<file path="config.mk">
export PLATFORM = sky130hd
export DESIGN_NAME = fibonacci_tableau_insert_unit
export DESIGN_NICKNAME = d
export VERILOG_FILES = /design/src/design/ftins_pkg.sv /design/src/design/fibonacci_tableau_insert_unit.sv /design/src/design/ftins_ctrl.sv /design/src/design/ftins_datapath.sv
export SDC_FILE = /design/constraint.sdc
export NUM_CORES = 2
export LEC_CHECK = 0
export BUFFER_PORTS_ARGS = -buffer_cell sky130_fd_sc_hd__buf_4
export CAP_MARGIN = 20
export CORE_ASPECT_RATIO = 0.7
export CORE_MARGIN = 4
export CORE_UTILIZATION = 41
export CTS_CLUSTER_DIAMETER = 40
export DETAILED_ROUTE_END_ITERATION = 16
export SYNTH_ARGS = -nofsm -noshare
export SYNTH_HDL_FRONTEND = slang
export SYNTH_SLANG_ARGS = --single-unit
</file>
<file path="constraint.sdc">
create_clock -name clk_i -period 6.09 [get_ports clk_i]
set_input_delay 0.609 -clock clk_i [delete_from_list [all_inputs] [get_ports clk_i]]
set_output_delay 0.609 -clock clk_i [all_outputs]
set_load 0.005 [all_outputs]
</file>
<file path="src/design/ftins_pkg.sv">
// Shared types for the Fibonacci tableau insert unit.
// Used by ftins_ctrl, ftins_datapath and the top level. No dependencies.
`default_nettype none

package ftins_pkg;

  typedef enum logic [1:0] {
    OP_INSERT = 2'd0,
    OP_READ   = 2'd1,
    OP_CLEAR  = 2'd2,
    OP_NOP    = 2'd3
  } op_e;

  typedef enum logic [1:0] {
    RA_COL    = 2'd0,
    RA_CNT    = 2'd1,
    RA_CNT_M1 = 2'd2,
    RA_START  = 2'd3
  } rd_addr_e;

  typedef enum logic [1:0] {
    WD_SECOND = 2'd0,
    WD_FILL   = 2'd1,
    WD_SHIFT  = 2'd2,
    WD_NEW    = 2'd3
  } wr_data_e;

  typedef struct packed {
    logic [7:0] vt;
    logic [7:0] vs;
    logic [7:0] kt;
    logic [7:0] ks;
  } column_t;

  typedef struct packed {
    logic     capture;
    logic     clear_used;
    logic     inc_used;
    logic     rd_en;
    rd_addr_e rd_addr;
    logic     wr_en;
    wr_data_e wr_data;
    logic     walk_step;
    logic     set_fill;
    logic     set_insert;
    logic     set_append;
    logic     set_ovf;
    logic     p2_init;
    logic     p2_step;
    logic     sh_init;
    logic     sh_step;
    logic     load_out;
  } cmd_t;

  typedef struct packed {
    op_e  op;
    logic past_end;
    logic val_lt_top;
    logic second_zero;
    logic full_ovf;
    logic cnt_ge_col;
    logic cnt_eq_col;
    logic kind_fill;
    logic out_free;
  } status_t;

endpackage

`default_nettype wire

</file>
<file path="src/design/fibonacci_tableau_insert_unit.sv">
// Top level of the Fibonacci tableau insert unit.
// Instantiates ftins_ctrl and ftins_datapath; depends on ftins_pkg.
//
// Takes one transaction at a time and returns exactly one result for it.
// A clear or an unused op goes from dispatch to the result state, a read also passes a read state.
// An insertion reads and compares each column it walks through, then reads and rewrites
// each column whose second value is rewritten, and reads and writes each column shifted
// right when a new column opens; all of it is paced by the single-port column memory.
// The result sits in an output register, so the next transaction is accepted
// while the previous result still waits to be taken.
`default_nettype none

module fibonacci_tableau_insert_unit #(
  parameter int MAX_COLUMNS = 64
) (
  input  wire logic       clk_i,
  input  wire logic       rst_ni,
  input  wire logic       in_valid_i,
  output logic            in_ready_o,
  input  wire logic [1:0] op_i,
  input  wire logic [7:0] key_i,
  input  wire logic [7:0] element_i,
  input  wire logic [5:0] start_column_i,
  output logic            out_valid_o,
  input  wire logic       out_ready_i,
  output logic [6:0]      column_count_o,
  output logic            overflow_o,
  output logic [5:0]      settled_column_o,
  output logic [7:0]      read_top_o,
  output logic [7:0]      read_second_o,
  output logic [7:0]      read_key_top_o,
  output logic [7:0]      read_key_second_o
);

  ftins_pkg::cmd_t    cmd;
  ftins_pkg::status_t sts;

  ftins_ctrl u_ctrl (
    .clk_i      (clk_i),
    .rst_ni     (rst_ni),
    .in_valid_i (in_valid_i),
    .in_ready_o (in_ready_o),
    .sts_i      (sts),
    .cmd_o      (cmd)
  );

  ftins_datapath #(
    .MAX_COLUMNS (MAX_COLUMNS)
  ) u_datapath (
    .clk_i             (clk_i),
    .rst_ni            (rst_ni),
    .cmd_i             (cmd),
    .sts_o             (sts),
    .op_i              (op_i),
    .key_i             (key_i),
    .element_i         (element_i),
    .start_column_i    (start_column_i),
    .out_valid_o       (out_valid_o),
    .out_ready_i       (out_ready_i),
    .column_count_o    (column_count_o),
    .overflow_o        (overflow_o),
    .settled_column_o  (settled_column_o),
    .read_top_o        (read_top_o),
    .read_second_o     (read_second_o),
    .read_key_top_o    (read_key_top_o),
    .read_key_second_o (read_key_second_o)
  );

endmodule

`default_nettype wire

</file>
<file path="src/design/ftins_ctrl.sv">
// Sequencer for the Fibonacci tableau insert unit.
// Depends on ftins_pkg; drives ftins_datapath through cmd_t, reads status_t.
`default_nettype none

module ftins_ctrl (
  input  wire logic             clk_i,
  input  wire logic             rst_ni,
  input  wire logic             in_valid_i,
  output logic                  in_ready_o,
  input  wire ftins_pkg::status_t sts_i,
  output ftins_pkg::cmd_t       cmd_o
);

  typedef enum logic [11:0] {
    ST_IDLE     = 12'b000000000001,
    ST_DISPATCH = 12'b000000000010,
    ST_WALK_RD  = 12'b000000000100,
    ST_WALK_CMP = 12'b000000001000,
    ST_DECIDE   = 12'b000000010000,
    ST_P2_RD    = 12'b000000100000,
    ST_P2_WR    = 12'b000001000000,
    ST_FILL_WR  = 12'b000010000000,
    ST_SH_RD    = 12'b000100000000,
    ST_SH_WR    = 12'b001000000000,
    ST_READ     = 12'b010000000000,
    ST_RESULT   = 12'b100000000000
  } state_e;

  state_e state_q, state_d;

  assign in_ready_o = (state_q == ST_IDLE);

  always_comb begin
    state_d = state_q;
    cmd_o   = '0;
    unique case (state_q)
      ST_IDLE: begin
        if (in_valid_i) begin
          cmd_o.capture = 1'b1;
          state_d = ST_DISPATCH;
        end
      end
      ST_DISPATCH: begin
        unique case (sts_i.op)
          ftins_pkg::OP_INSERT: state_d = ST_WALK_RD;
          ftins_pkg::OP_READ: begin
            cmd_o.rd_en   = 1'b1;
            cmd_o.rd_addr = ftins_pkg::RA_START;
            state_d = ST_READ;
          end
          ftins_pkg::OP_CLEAR: begin
            cmd_o.clear_used = 1'b1;
            state_d = ST_RESULT;
          end
          default: state_d = ST_RESULT;
        endcase
      end
      ST_WALK_RD: begin
        if (sts_i.past_end) begin
          cmd_o.set_append = 1'b1;
          state_d = ST_DECIDE;
        end else begin
          cmd_o.rd_en   = 1'b1;
          cmd_o.rd_addr = ftins_pkg::RA_COL;
          state_d = ST_WALK_CMP;
        end
      end
      ST_WALK_CMP: begin
        priority if (sts_i.val_lt_top && sts_i.second_zero) begin
          cmd_o.set_fill = 1'b1;
          state_d = ST_DECIDE;
        end else if (sts_i.val_lt_top) begin
          cmd_o.walk_step = 1'b1;
          state_d = ST_WALK_RD;
        end else begin
          cmd_o.set_insert = 1'b1;
          state_d = ST_DECIDE;
        end
      end
      ST_DECIDE: begin
        if (sts_i.full_ovf) begin
          cmd_o.set_ovf = 1'b1;
          state_d = ST_RESULT;
        end else begin
          cmd_o.p2_init = 1'b1;
          state_d = ST_P2_RD;
        end
      end
      ST_P2_RD: begin
        priority if (!sts_i.cnt_ge_col) begin
          cmd_o.rd_en   = 1'b1;
          cmd_o.rd_addr = ftins_pkg::RA_CNT;
          state_d = ST_P2_WR;
        end else if (sts_i.kind_fill) begin
          cmd_o.rd_en   = 1'b1;
          cmd_o.rd_addr = ftins_pkg::RA_COL;
          state_d = ST_FILL_WR;
        end else begin
          cmd_o.sh_init = 1'b1;
          state_d = ST_SH_RD;
        end
      end
      ST_P2_WR: begin
        cmd_o.wr_en   = 1'b1;
        cmd_o.wr_data = ftins_pkg::WD_SECOND;
        cmd_o.p2_step = 1'b1;
        state_d = ST_P2_RD;
      end
      ST_FILL_WR: begin
        cmd_o.wr_en   = 1'b1;
        cmd_o.wr_data = ftins_pkg::WD_FILL;
        state_d = ST_RESULT;
      end
      ST_SH_RD: begin
        if (sts_i.cnt_eq_col) begin
          cmd_o.wr_en    = 1'b1;
          cmd_o.wr_data  = ftins_pkg::WD_NEW;
          cmd_o.inc_used = 1'b1;
          state_d = ST_RESULT;
        end else begin
          cmd_o.rd_en   = 1'b1;
          cmd_o.rd_addr = ftins_pkg::RA_CNT_M1;
          state_d = ST_SH_WR;
        end
      end
      ST_SH_WR: begin
        cmd_o.wr_en   = 1'b1;
        cmd_o.wr_data = ftins_pkg::WD_SHIFT;
        cmd_o.sh_step = 1'b1;
        state_d = ST_SH_RD;
      end
      ST_READ: state_d = ST_RESULT;
      ST_RESULT: begin
        if (sts_i.out_free) begin
          cmd_o.load_out = 1'b1;
          state_d = ST_IDLE;
        end
      end
      default: state_d = ST_IDLE;
    endcase
  end

  always_ff @(posedge clk_i or negedge rst_ni) begin
    if (!rst_ni) begin
      state_q <= ST_IDLE;
    end else begin
      state_q <= state_d;
    end
  end

endmodule

`default_nettype wire

</file>
<file path="src/design/ftins_datapath.sv">
// Datapath of the Fibonacci tableau insert unit: column memory, walk
// registers, column count and result register. Depends on ftins_pkg.
`default_nettype none

module ftins_datapath #(
  parameter int MAX_COLUMNS = 64
) (
  input  wire logic               clk_i,
  input  wire logic               rst_ni,
  input  wire ftins_pkg::cmd_t    cmd_i,
  output ftins_pkg::status_t      sts_o,
  input  wire logic [1:0]         op_i,
  input  wire logic [7:0]         key_i,
  input  wire logic [7:0]         element_i,
  input  wire logic [5:0]         start_column_i,
  output logic                    out_valid_o,
  input  wire logic               out_ready_i,
  output logic [6:0]              column_count_o,
  output logic                    overflow_o,
  output logic [5:0]              settled_column_o,
  output logic [7:0]              read_top_o,
  output logic [7:0]              read_second_o,
  output logic [7:0]              read_key_top_o,
  output logic [7:0]              read_key_second_o
);

  localparam int AW  = $clog2(MAX_COLUMNS);
  localparam int UW  = $clog2(MAX_COLUMNS + 1);
  localparam int CW  = (UW > 6) ? UW : 6;
  localparam logic [UW-1:0] MaxCols = UW'(MAX_COLUMNS);

  ftins_pkg::column_t mem [MAX_COLUMNS];
  ftins_pkg::column_t rd_q;
  ftins_pkg::column_t wr_data;

  ftins_pkg::op_e op_q;
  logic [7:0]    key_q, elem_q, val_q;
  logic [5:0]    start_q;
  logic [CW-1:0] col_q, cnt_q;
  logic          fill_q, ovf_q;
  logic [UW-1:0] used_q;
  logic          out_valid_q;

  logic [CW-1:0] used_x, start_x, rd_full, wr_full;
  logic          out_free, read_hit;

  assign used_x   = CW'(used_q);
  assign start_x  = CW'(start_q);
  assign out_free = !out_valid_q || out_ready_i;
  assign read_hit = (op_q == ftins_pkg::OP_READ) && (start_x < used_x);

  always_comb begin
    unique case (cmd_i.rd_addr)
      ftins_pkg::RA_COL:    rd_full = col_q;
      ftins_pkg::RA_CNT:    rd_full = cnt_q;
      ftins_pkg::RA_CNT_M1: rd_full = cnt_q - 1'b1;
      default:              rd_full = start_x;
    endcase
  end

  always_comb begin
    wr_full = col_q;
    wr_data = rd_q;
    unique case (cmd_i.wr_data)
      ftins_pkg::WD_SECOND: begin
        wr_full = cnt_q;
        wr_data = '{vt: rd_q.vt, vs: val_q, kt: rd_q.kt, ks: rd_q.ks};
      end
      ftins_pkg::WD_FILL: begin
        wr_data = '{vt: rd_q.vt, vs: val_q, kt: rd_q.kt, ks: key_q};
      end
      ftins_pkg::WD_SHIFT: begin
        wr_full = cnt_q;
        wr_data = rd_q;
      end
      default: begin
        wr_data = '{vt: val_q, vs: 8'd0, kt: key_q, ks: 8'd0};
      end
    endcase
  end

  always_ff @(posedge clk_i) begin
    if (cmd_i.wr_en) begin
      mem[wr_full[AW-1:0]] <= wr_data;
    end
    if (cmd_i.rd_en) begin
      rd_q <= mem[rd_full[AW-1:0]];
    end
  end

  always_comb begin
    sts_o.op          = op_q;
    sts_o.past_end    = (col_q >= used_x);
    sts_o.val_lt_top  = (val_q < rd_q.vt);
    sts_o.second_zero = (rd_q.vs == 8'd0);
    sts_o.full_ovf    = !fill_q && (used_q == MaxCols);
    sts_o.cnt_ge_col  = (cnt_q >= col_q);
    sts_o.cnt_eq_col  = (cnt_q == col_q);
    sts_o.kind_fill   = fill_q;
    sts_o.out_free    = out_free;
  end

  always_ff @(posedge clk_i) begin
    if (cmd_i.capture) begin
      op_q    <= ftins_pkg::op_e'(op_i);
      key_q   <= key_i;
      elem_q  <= element_i;
      start_q <= start_column_i;
      col_q   <= CW'(start_column_i);
      val_q   <= element_i;
      ovf_q   <= 1'b0;
    end
    if (cmd_i.walk_step) begin
      val_q <= rd_q.vs;
      col_q <= col_q + 1'b1;
    end
    if (cmd_i.set_fill) begin
      fill_q <= 1'b1;
    end
    if (cmd_i.set_insert) begin
      fill_q <= 1'b0;
    end
    if (cmd_i.set_append) begin
      fill_q <= 1'b0;
      col_q  <= used_x;
    end
    if (cmd_i.set_ovf) begin
      ovf_q <= 1'b1;
    end
    if (cmd_i.p2_init) begin
      cnt_q <= start_x;
      val_q <= elem_q;
    end
    if (cmd_i.p2_step) begin
      val_q <= rd_q.vs;
      cnt_q <= cnt_q + 1'b1;
    end
    if (cmd_i.sh_init) begin
      cnt_q <= used_x;
    end
    if (cmd_i.sh_step) begin
      cnt_q <= cnt_q - 1'b1;
    end
    if (cmd_i.load_out) begin
      column_count_o    <= 7'(used_q);
      overflow_o        <= (op_q == ftins_pkg::OP_INSERT) && ovf_q;
      settled_column_o  <= (op_q == ftins_pkg::OP_INSERT) ? col_q[5:0] : 6'd0;
      read_top_o        <= read_hit ? rd_q.vt : 8'd0;
      read_second_o     <= read_hit ? rd_q.vs : 8'd0;
      read_key_top_o    <= read_hit ? rd_q.kt : 8'd0;
      read_key_second_o <= read_hit ? rd_q.ks : 8'd0;
    end
  end

  always_ff @(posedge clk_i or negedge rst_ni) begin
    if (!rst_ni) begin
      used_q      <= '0;
      out_valid_q <= 1'b0;
    end else begin
      if (cmd_i.clear_used) begin
        used_q <= '0;
      end else if (cmd_i.inc_used) begin
        used_q <= used_q + 1'b1;
      end
      if (cmd_i.load_out) begin
        out_valid_q <= 1'b1;
      end else if (out_ready_i) begin
        out_valid_q <= 1'b0;
      end
    end
  end

  assign out_valid_o = out_valid_q;

`ifndef SYNTHESIS
  a_used_bound: assert property (@(posedge clk_i) disable iff (!rst_ni)
    used_q <= MaxCols) else $error("column count above capacity");
  a_inc_room: assert property (@(posedge clk_i) disable iff (!rst_ni)
    cmd_i.inc_used |-> used_q < MaxCols) else $error("column added to full tableau");
  a_one_port: assert property (@(posedge clk_i) disable iff (!rst_ni)
    cmd_i.wr_en |-> !cmd_i.rd_en) else $error("read and write in one cycle");
  a_wr_range: assert property (@(posedge clk_i) disable iff (!rst_ni)
    cmd_i.wr_en |-> wr_full <= used_x) else $error("write past used columns");
  a_out_free: assert property (@(posedge clk_i) disable iff (!rst_ni)
    cmd_i.load_out |-> out_free) else $error("result overwritten before taken");
`endif

endmodule

`default_nettype wire

</file>
==> load_flow_metrics.sql <==
INSERT INTO impl_metrics (metric_group, metric, value, unit) VALUES
('status', 'run_status', 'completed', ''),
('clock_network', 'cts_tree', 'done', ''),
('worst_hold_path', 'worst_hold_path.endpoint', 'u_datapath.out_valid_o$_DFFE_PN0P_', ''),
('timing', 'timing.final.setup_violations', '0', ''),
('detailed_routing', 'drt_iter0_drc', '9440', ''),
('cells_and_area', 'layout.cells.non_filler', '9690', ''),
('timing', 'slew_headroom', '15.6', '%'),
('clock_network', 'htree_levels', '4', ''),
('critical_path', 'worst_r2r_startpoint', 'u_datapath.col_q[2]$_DFFE_PP_', ''),
('detailed_routing', 'drt-wirelength-per-cell', '30.6', 'microns'),
('synth', 'yosys_warnings', '0', ''),
('grt', 'grt_pass1_wl', '413000', 'microns'),
('clock_network', 'clock-root-buffer', 'clkbuf_16', ''),
('synth', 'synthArstFlopShare', '0.912', '%'),
('timing', 'worst-slew-pin-transition', '1.27', 'ns'),
('power', 'power.density', '378', 'mW/mm^2'),
('worst_hold_path', 'min-delay-path-class', 'input port to flip-flop', ''),
('grt', 'gr-usage-all-layers', '25.8', '%'),
('critical_path', 'cp_slowest_cell', 'o2111ai_1', ''),
('placement', 'dp.cells', '9262', ''),
('cells_and_area', 'drive_above_1_share', '14.4', '%'),
('critical_path', 'timing_worst_setup_path_type', 'flip-flop to flip-flop', ''),
('synth', 'postSynthRegisterBits', '2194', ''),
('clock_network', 'cts_buffers', '215', ''),
('floorplan', 'die_h', '396', 'microns'),
('cells_and_area', 'area_delta_synth_final', '17.1', '%'),
('timing', 'drv_slew', '0', ''),
('critical_path', 'crit_path_frequent_cell', 'buf_4', ''),
('synth', 'postSynthNetCount', '6370', ''),
('critical_path', 'cp_data_required_time', '6.81', 'ns'),
('timing', 'timing.final.hold_violations', '0', ''),
('critical_path', 'family_with_the_most_delay_on_the_worst_path', 'compound AO/OA/AOI/OAI gates', ''),
('power', 'leakage', '0.0349', 'uW'),
('critical_path', 'worst_path_largest_cell_delay', '1.00', 'ns'),
('synth', 'ys_types', '83', ''),
('critical_path', 'reg2reg_depth', '15', ''),
('worst_hold_path', 'timing.hold.worst.start', 'out_ready_i', ''),
('critical_path', 'critPathCaptureType', 'flip-flop', ''),
('clock_network', 'clkSlewWorstSetupHoldPaths', '0.07', 'ns'),
('floorplan', 'floorplan.io_pins', '76', ''),
('worst_hold_path', 'timing.hold.worst_path_depth', '3', ''),
('critical_path', 'setup.reg_to_reg.worst_slack', '0.04', 'ns'),
('detailed_routing', 'ant_nets', '0', ''),
('power', 'ir_drop_worst_vdd', '0.248', 'mV'),
('synth', 'synth-edff-count', '2172', ''),
('placement', 'port_buffers', '75', ''),
('detailed_routing', 'routed-via-count', '58400', ''),
('synth', 'post_synthesis_sequential_area_ratio', '74.5', '%'),
('timing', 'max_fclk', '165', 'MHz'),
('timing', 'final.setup.worst_slack', '0.0361', 'ns'),
('floorplan', 'start_util', '41.3', '%'),
('critical_path', 'timing.critical_path.fanout_max', '31', ''),
('cells_and_area', 'most_common_cell_after_layout_fill_and_taps_aside', 'edfxtp_1', ''),
('cells_and_area', 'layout_common_cells', 'edfxtp_1, nand2_1, nand3_1, buf_4, mux2i_1', ''),
('synth', 'netlist.top_cell.by_area', 'edfxtp_1', ''),
('detailed_routing', 'post_drt_via_cell_ratio', '6.03', ''),
('clock_network', 'tritoncts_num_sinks', '2194', ''),
('floorplan', 'row_count', '142', ''),
('floorplan', 'placeableCoreArea', '0.214', 'sq mm'),
('synth', 'synth_ff_type', 'edfxtp_1', ''),
('grt', 'vias_in_the_first_global_route', '54200', ''),
('detailed_routing', 'wl', '297000', 'microns'),
('floorplan', 'die_w', '563', 'microns'),
('critical_path', 'cp_cell_sequence', 'inv_1, ha_1, and2_1, and4_1, o21ai_0, nor3_1, nor2_4, buf_4, nor2_2, buf_4, buf_4, nand3_1, a22oi_1, o2111ai_1, o311a_1', ''),
('timing', 'skew', '0.0523', 'ns'),
('detailed_routing', 'detail_route.first_pass.iterations', '6', ''),
('flow_run', 'timing.max_cap.violations', '0', ''),
('critical_path', 'timing.rr.end', 'u_datapath.rd_q[12]$_DFFE_PP_', ''),
('placement', 'detailed_place_hpwl', '179000', 'microns'),
('placement', 'place_congestion', '0.917', ''),
('timing', 'rsz_0062_raised_after_global_routing', 'no', '');
cells by family (layout without fill, tap and decap cells):
family	after synthesis	count (layout)	synth area share, %
AND/OR/NAND/NOR	2503	2503	12.1
flip-flops	2194	2194	74.5
AO/OA/AOI/OAI	817	817	6.92
buffers and inverters	446	936	2.27
multiplexers	298	298	3.55
adder cells (fa/ha/maj)	31	31	0.439
XOR/XNOR	22	22	0.218
other	0	9	0
cell usage after synthesis, types with 24 or more instances:
master     number
mux2i_1       283
clkbuf_1      173
buf_1          32
a32oi_1       111
nand3_1       516
a21oi_1       114
o22ai_1        24
a311oi_1       49
and2_1         27
ha_1           31
nand4_1        75
edfxtp_1     2172
a31oi_1       146
o32ai_1        28
a211oi_1       54
a22oi_1        37
o21ai_0        52
o41a_1         44
nor3_1         70
inv_1          35
o2111ai_1      37
nor2_1        133
buf_2         179
nand2_1      1598
how the worst max path moves through the flow:
stage                                              from                               to  slack [ns]  depth (start not counted)
after detailed placement  u_datapath.cnt_q[0]$_DFFE_PP_    u_datapath.rd_q[11]$_DFFE_PP_        0.25                         15
after floorplan           u_datapath.col_q[5]$_DFFE_PP_  u_datapath.mem[0][16]$_DFFE_PP_        0.93                          9
after global routing      u_datapath.cnt_q[0]$_DFFE_PP_    u_datapath.rd_q[12]$_DFFE_PP_        0.02                         15
after CTS                 u_datapath.cnt_q[0]$_DFFE_PP_    u_datapath.rd_q[11]$_DFFE_PP_        0.20                         15
final                     u_datapath.col_q[2]$_DFFE_PP_    u_datapath.rd_q[12]$_DFFE_PP_        0.04                         15
after global placement    u_datapath.cnt_q[0]$_DFFE_PP_    u_datapath.rd_q[27]$_DFFE_PP_       -0.12                         14
report_power, final:
group	switching (uW)	internal, uW
Clock	5790	7490
Sequential	134	17000
Combinational	6190	2520
Total	12100	27000
area by class of cell:
| cell class | instances | area (sq um) |
|---|---|---|
| timing repair buffer | 517 | 5470 |
| clock inverter | 130 | 1310 |
| tap | 2880 | 3600 |
| clock buffer | 253 | 5580 |
| multi-input combinational | 3671 | 21500 |
| fill | 18200 | 111000 |
| inverter | 36 | 135 |
| sequential | 2194 | 65800 |
| antenna | 9 | 22.5 |
worst reg2reg max path, delay by kind of cell, from the launching register on:
family | cells | cell delay (ns)
compound gates | 4 | 2.04
fa+ha+maj | 1 | 0.32
buf+inv | 4 | 1.27
flops | 1 | 0.48
simple gates | 6 | 1.79
routing by layer:
metal	part of all wire, %	track usage, %
met4	3.0	7.63
met1	41	38.1
met5	0.019	0
met2	42	36.4
met3	14	8.21
through the flow:
| step | hold WS (ns) | utilization, % | power [uW] | area (sq um) | TNS, ns |
|---|---|---|---|---|---|
| after floorplan | 0.313 | - | 21800 | 88300 | 0 |
| after global placement | 0.472 | 44.8 | 25700 | 96000 | -0.124 |
| after detailed placement | 0.499 | 44.9 | 25800 | 96100 | 0 |
| after CTS | 0.0321 | 48.2 | 38900 | 103000 | 0 |
| after global routing | 0.0633 | 48.3 | 40200 | 103000 | 0 |
| final | 0.0790 | 48.3 | 39100 | 103000 | 0 |
flip-flops by register name, summed over array words and instances (netlist names), 6 cells and up:
name	cells
u_datapath.read_second_o	8
u_datapath.column_count_o	7
u_datapath.cnt_q	7
u_ctrl.state_q	12
u_datapath.elem_q	8
u_datapath.settled_column_o	6
u_datapath.rd_q	32
u_datapath.val_q	8
u_datapath.read_top_o	8
u_datapath.start_q	6
u_datapath.read_key_second_o	8
u_datapath.key_q	8
u_datapath.read_key_top_o	8
u_datapath.used_q	7
u_datapath.col_q	7
u_datapath.mem	2048
what timing repair did:
action	in CTS	in global routing
endpoints found under the hold margin	44	0
setup endpoints to repair	0	5
hold buffers	25	0
buffers inserted	0	4
No activity file was read; power rests on OpenSTA's default activity.
